$ cat src/kmp_pkg.sv
// shared types, constants and codes for the kmp substring search block
package kmp_pkg;

  localparam int MAX_PATTERN = 256;
  localparam int IDX_W       = $clog2(MAX_PATTERN);
  localparam int LEN_W       = IDX_W + 1;
  localparam int J_W         = LEN_W + 1;
  localparam int GUARD_LIMIT = MAX_PATTERN + 1;

  localparam logic signed [LEN_W-1:0] K_NONE = '1;
  localparam logic signed [J_W-1:0]   J_NONE = '1;

  typedef enum logic [1:0] {
    REQ_LOAD    = 2'd0,
    REQ_PREPARE = 2'd1,
    REQ_TEXT    = 2'd2
  } req_kind_t;

  typedef enum logic [2:0] {
    ST_IDLE,
    ST_BCMP,
    ST_BWR,
    ST_SCMP,
    ST_SFIN
  } kmp_state_t;

  typedef struct packed {
    logic [1:0] req_type;
    logic [7:0] pattern_index;
    logic [7:0] symbol;
  } kmp_req_t;

  typedef struct packed {
    logic        found;
    logic [31:0] match_start;
    logic [31:0] bytes_seen;
  } kmp_rsp_t;

  typedef struct packed {
    logic pat_wr;
    logic build_init;
    logic build_mode;
    logic build_step;
    logic build_fall;
    logic table_wr;
    logic search_init;
    logic search_adv;
    logic search_fall;
    logic finish;
  } kmp_cmd_t;

  typedef struct packed {
    logic build_more;
    logic build_hit;
    logic search_hit;
    logic found;
    logic out_block;
  } kmp_stat_t;

endpackage

$ cat src/kmp_ctrl.sv
// controller state machine sequencing table build and text search
module kmp_ctrl import kmp_pkg::*; (
  input  logic       clk,
  input  logic       rst,
  input  logic       req_valid,
  input  logic [1:0] req_type,
  input  kmp_stat_t  stat,
  output logic       req_ready,
  output kmp_cmd_t   cmd
);

  kmp_state_t state, state_next;

  always_ff @(posedge clk) begin
    if (rst) begin
      state <= ST_IDLE;
    end else begin
      state <= state_next;
    end
  end

  always_comb begin
    state_next = state;
    cmd        = '0;
    req_ready  = 1'b0;
    case (state)
      ST_IDLE: begin
        req_ready = 1'b1;
        if (req_valid) begin
          case (req_type)
            REQ_LOAD: begin
              cmd.pat_wr = 1'b1;
            end
            REQ_PREPARE: begin
              cmd.build_init = 1'b1;
              cmd.build_mode = 1'b1;
              state_next     = ST_BCMP;
            end
            REQ_TEXT: begin
              if (stat.found) begin
                state_next = ST_SFIN;
              end else begin
                cmd.search_init = 1'b1;
                state_next      = ST_SCMP;
              end
            end
            default: begin
            end
          endcase
        end
      end
      ST_BCMP: begin
        cmd.build_mode = 1'b1;
        if (!stat.build_more) begin
          state_next = ST_IDLE;
        end else if (stat.build_hit) begin
          cmd.build_step = 1'b1;
          state_next     = ST_BWR;
        end else begin
          cmd.build_fall = 1'b1;
        end
      end
      ST_BWR: begin
        cmd.build_mode = 1'b1;
        cmd.table_wr   = 1'b1;
        state_next     = ST_BCMP;
      end
      ST_SCMP: begin
        if (stat.search_hit) begin
          cmd.search_adv = 1'b1;
          state_next     = ST_SFIN;
        end else begin
          cmd.search_fall = 1'b1;
        end
      end
      ST_SFIN: begin
        if (!stat.out_block) begin
          cmd.finish = 1'b1;
          state_next = ST_IDLE;
        end
      end
      default: begin
        state_next = ST_IDLE;
      end
    endcase
  end

endmodule

$ cat config.mk
export PLATFORM = sky130hd
export DESIGN_NAME = kmp_ctrl
export DESIGN_NICKNAME = d
export VERILOG_FILES = /design/src/kmp_pkg.sv /design/src/kmp_ctrl.sv
export SDC_FILE = /design/constraint.sdc
export NUM_CORES = 1
export LEC_CHECK = 0
export BUFFER_PORTS_ARGS = -buffer_cell sky130_fd_sc_hd__buf_2
export CORE_AREA = 5 5 42 44
export DETAILED_ROUTE_END_ITERATION = 6
export DIE_AREA = 0 0 47 49
export PLACE_DENSITY = 0.56
export SYNTH_ARGS = -nofsm -noshare
export SYNTH_HDL_FRONTEND = slang
export SYNTH_SLANG_ARGS = --single-unit
export TNS_END_PERCENT = 1
$ cat constraint.sdc
create_clock -name clk -period 1.35 [get_ports clk]
set_clock_uncertainty 0.05 [all_clocks]
set_input_delay 0.0675 -clock clk [delete_from_list [all_inputs] [get_ports clk]]
set_output_delay 0.0675 -clock clk [all_outputs]
set_load 0.05 [all_outputs]
## Word level (Yosys, flattened, before mapping)

Index checks and enable logic that the tools add are counted.

- Bits of input ports: 10
- Logic and storage cells: 44
- Output and inout port bits: 11
- Bits in registers: 3

- Reductions and logical operators: 4
- Mux-type cells: 28
- Eq/ne operators: 11

Operator list:

| cell | number |
|---|---|
| 2-to-1 mux 3 bit | 7 |
| case mux 3 bit (5 select lines) | 1 |
| 2-to-1 mux 1 bit | 13 |
| 2-to-1 mux 2 bit | 5 |
| equality test 3 x 2 -> 1 bit (second input constant) | 2 |
| != test 2 bit (second input constant) | 3 |
| case mux 3 bit (2 select lines) | 1 |
| AND reduction 5 bit | 1 |
| equality test 3 x 1 -> 1 bit (second input constant) | 1 |
| equality test 3 bit (second input constant) | 1 |
| logical NOT 3 bit | 1 |
| != test 3 x 1 -> 1 bit (second input constant) | 1 |
| != test 3 bit (second input constant) | 1 |
| equality test 2 x 1 -> 1 bit (second input constant) | 1 |
| equality test 2 bit (second input constant) | 1 |
| logical NOT 2 bit | 1 |
| case mux 1 bit (2 select lines) | 1 |
| OR reduction 2 bit | 1 |

## Longest topological paths before layout

- Depth after elaboration: 4
- Depth in mapped cells: 5
- Gate-level depth less buffers: 4

## Least setup slack after synthesis

Ideal clock, no wire load.

- Kind: register -> register
- Start point: reg state[2]
- End point: reg state[1]
- Stages on the path, launching flop included: 5
- Path buffers: 1
- Data arrival time: 2511 ps
- Setup time: 66 ps
- Data required time: 1234 ps
- Period minus slack after synthesis: 2626 ps
- Slack: -1276 ps
- Cell sequence: dfxtp_1 > clkbuf_1 > nor3_1 > and4b_1 > o31a_1

- Longest elaborated chain between the ends: 3
- Elaborated cells on any way between the ends: 12
- Those cells by class: 9 x eq/ne; 1 x mux; 2 x reduce/logical

RTL lines:

| element | line | source |
|---|---|---|
| start: declaration | kmp_ctrl.sv:12 | `kmp_state_t state, state_next;` |
| start signal: assignment | kmp_ctrl.sv:18 | `state <= state_next;` |
| equality test 3 x 1 -> 1 bit, or another cell as far along | kmp_ctrl.sv:26 | `case (state)` |
| != test 3 bit (no source line), or another cell as far along | n/a |  |
| AND reduction 5 bit (no source line) | n/a |  |

Parallel ways exist; a longest one is shown, timed or not.
A chain may end at the register's enable or synchronous reset.

## Worst setup path in the final report

- Start point: reg state[1]
- End point: reg state[2]

Same word-level chain as after synthesis.

==> impl_metrics.json <==
{
  "ff_latch_area_um2": 62.6,
  "via_per_inst": 5.01,
  "end_kind": "register",
  "clockRootBuffer": "clkbuf_4",
  "top_regs": "state: 3 flops",
  "p_clk_share_pct": 30.0,
  "coreArea_um2": 1400,
  "crit_chain": "nor2b_4, a211o_1, o41a_1, o31ai_2",
  "p_leak_nw": 0.308,
  "failed_checks": "setup timing",
  "avgRoutedWirePerCell_um": 13.5,
  "worstPathRequired_ns": 1.45,
  "worstPathArrival_ns": 1.52,
  "power_mw": 0.518,
  "hold_class": "input pin to register",
  "relSlewSlack_pct": 77.9,
  "mostFrequentLayoutCell": "buf_4",
  "vias": 451,
  "regMostFlops": "state",
  "drv_slew": 0,
  "synth_xor_area_share_pct": 2.81,
  "drive_gt1_share_pct": 68.9,
  "path_max_fanout": 3,
  "place_congestion": 0.781,
  "p_seq_share_pct": 19.8,
  "switching_share_pct": 38.8,
  "nFillCells": 145,
  "worstMarginPinSlew_ns": 0.329,
  "io_buffers": 20,
  "clk_pin_slew_ns": 0.04,
  "start_util_pct": 22.2,
  "synthCells": 40,
  "rsz0062_at_grt": "yes",
  "area_growth_pct": 121,
  "grt_first_pass_wirelength_mm": 1.94,
  "numCtsBuffers": 3,
  "overflow": 0,
  "drc": 0,
  "cts_tree": "yes",
  "synthMuxAreaShare_pct": 0,
  "grtUsageTotal_pct": 11.6,
  "min_period_ns": 1.43,
  "dieArea_um2": 2300,
  "multi_input_area_um2": 315,
  "switching_power_mw": 0.201,
  "synth_ff_type": "dfxtp_1",
  "die_h_um": 49,
  "slowest_delay_ns": 0.41,
  "detail-route-antenna-nets": 0,
  "cts_hold_buf": 0,
  "firstDrtPassIters": 4,
  "nNetsFinal": 85,
  "ys_warn_count": 0,
  "synth-edff-count": 0,
  "ys_seq_area_share_pct": 19.3,
  "yosys.area_share.simple_pct": 41.8,
  "start_kind": "register",
  "grt_max_degree": 6,
  "status": "finished with violations",
  "num_rows": 14,
  "ios": 21,
  "hold_viol_final": 0,
  "syn-cell-area_um2": 312,
  "hpwlAfterDp_um": 865,
  "setup_violations": 10,
  "p_int_mw": 0.317,
  "async_flop_share_pct": 0,
  "cp_top_family": "compound AO/OA/AOI/OAI gates",
  "clock_latency_ns": 0.23,
  "num_antenna_cells": 0,
  "clock-sinks": 3,
  "synth_nets": 50,
  "synth.avg_cell_area_um2": 7.79,
  "peakVddDrop_v": 0.000405,
  "ys_seq_elements": 3,
  "post-route-period-util_pct": 106,
  "die_x_um": 47,
  "powerDensity_nw_per_um2": 751,
  "cp_num_buf_inv": 0,
  "ys_types": 26,
  "yosys.area_share.adder_pct": 0,
  "drtIter0Drc": 12,
  "largest_reg_flops": 3,
  "final_cell_mix": "buf_4 (13), buf_2 (11), buf_6 (8), nand2_1 (3), clkbuf_4 (3)",
  "combinationalPowerShare_pct": 50.1,
  "antenna_found_initial": 0,
  "timing.hold.ws_ns": 0.0875,
  "clk_path_buf_depth": 2,
  "clock.fmax_mhz": 701,
  "synth_top_family_by_area": "simple AND/OR/NAND/NOR gates",
  "htreeDepth": 1,
  "slowest_stage": "o41a_1",
  "synth-compound-area-share_pct": 29.7,
  "timing.max_cap.violations": 0,
  "worstSetupPathType": "register to register",
  "wl_mm": 1.21,
  "timing.final.ws_setup_ns": -0.0757,
  "first_global_vias": 443
}
final timing paths:
| kind | startpoint | slack (ns) | end | depth (start not counted) |
|---|---|---|---|---|
| setup / recovery | state[1] | -0.08 | state[2] | 4 |
| hold / removal | rst | 0.09 | state[1] | 3 |
| setup reg to reg | state[1] | -0.08 | state[2] | 4 |
| hold reg to reg | state[1] | 0.66 | state[2] | 3 |
tightest hold or removal path, cell delays in order:
cell and delay, ns:
buf_2 0.11, inv_1 0.05, o31a_1 0.10
cell families after synthesis:
logic type,after synthesis
AND/OR/NAND/NOR,20
AO/OA/AOI/OAI,11
buffers and inverters,5
flip-flops,3
XOR/XNOR,1
synthesized netlist by cell type (2+ instances only):
cell type / instances / area, µm²
a211oi_1: 2 / 15.0
nand3_1: 2 / 10.0
and4b_1: 2 / 20.0
clkbuf_1: 2 / 7.51
inv_1: 2 / 7.51
nor2b_1: 3 / 18.8
nand2_1: 3 / 11.3
nor2_1: 2 / 7.51
dfxtp_1: 3 / 60.1
nor3_1: 2 / 10.0
nor4b_1: 2 / 17.5
routing by layer:
layer,share of wire (%),up-vias,GRT usage [%]
li1,-,222,-
met1,39,208,14.3
met2,52,17,18.1
met3,8.0,4,2.95
met4,1.2,0,5.53
met5,0,-,0
metrics by stage:
step / worst slack, ns / utilization (%) / area (µm²) / setup TNS [ns] / cells
floorplan: -0.329 / - / 397 / -2.11 / 40
global placement: -0.0310 / 39.6 / 554 / -0.0327 / 81
detailed placement: -0.0432 / 39.6 / 554 / -0.0432 / 81
CTS: -0.0709 / 49.2 / 689 / -0.442 / 90
global route: -0.153 / 49.2 / 689 / -1.10 / 90
finish: -0.0757 / 49.2 / 689 / -0.345 / 90
layout make-up:
| cell class | count | area share [%] |
|---|---|---|
| multi-input combinational | 32 | 45.7 |
| timing repair buffer | 33 | 37.4 |
| sequential | 3 | 9.07 |
| clock buffer | 4 | 3.81 |
| tap | 16 | 2.90 |
| inverter | 2 | 1.09 |
what timing repair did:
item | CTS | global route
cloned | 1 | 0
setup endpoints to repair | 12 | 12
pin swaps | 3 | 2
gates resized for setup | 25 | 0
buffers inserted | 4 | 0
power by group through the flow:
stage                     logic (mW)  registers, mW  clock network (mW)
after detailed placement       0.221          0.102                   0
after global routing           0.274          0.104               0.169
final                          0.259          0.103               0.155
after CTS                      0.260          0.103               0.162
after global placement         0.221          0.102                   0
after floorplan                0.147          0.103                   0
Note: power is estimated with default switching activity, not from simulation.
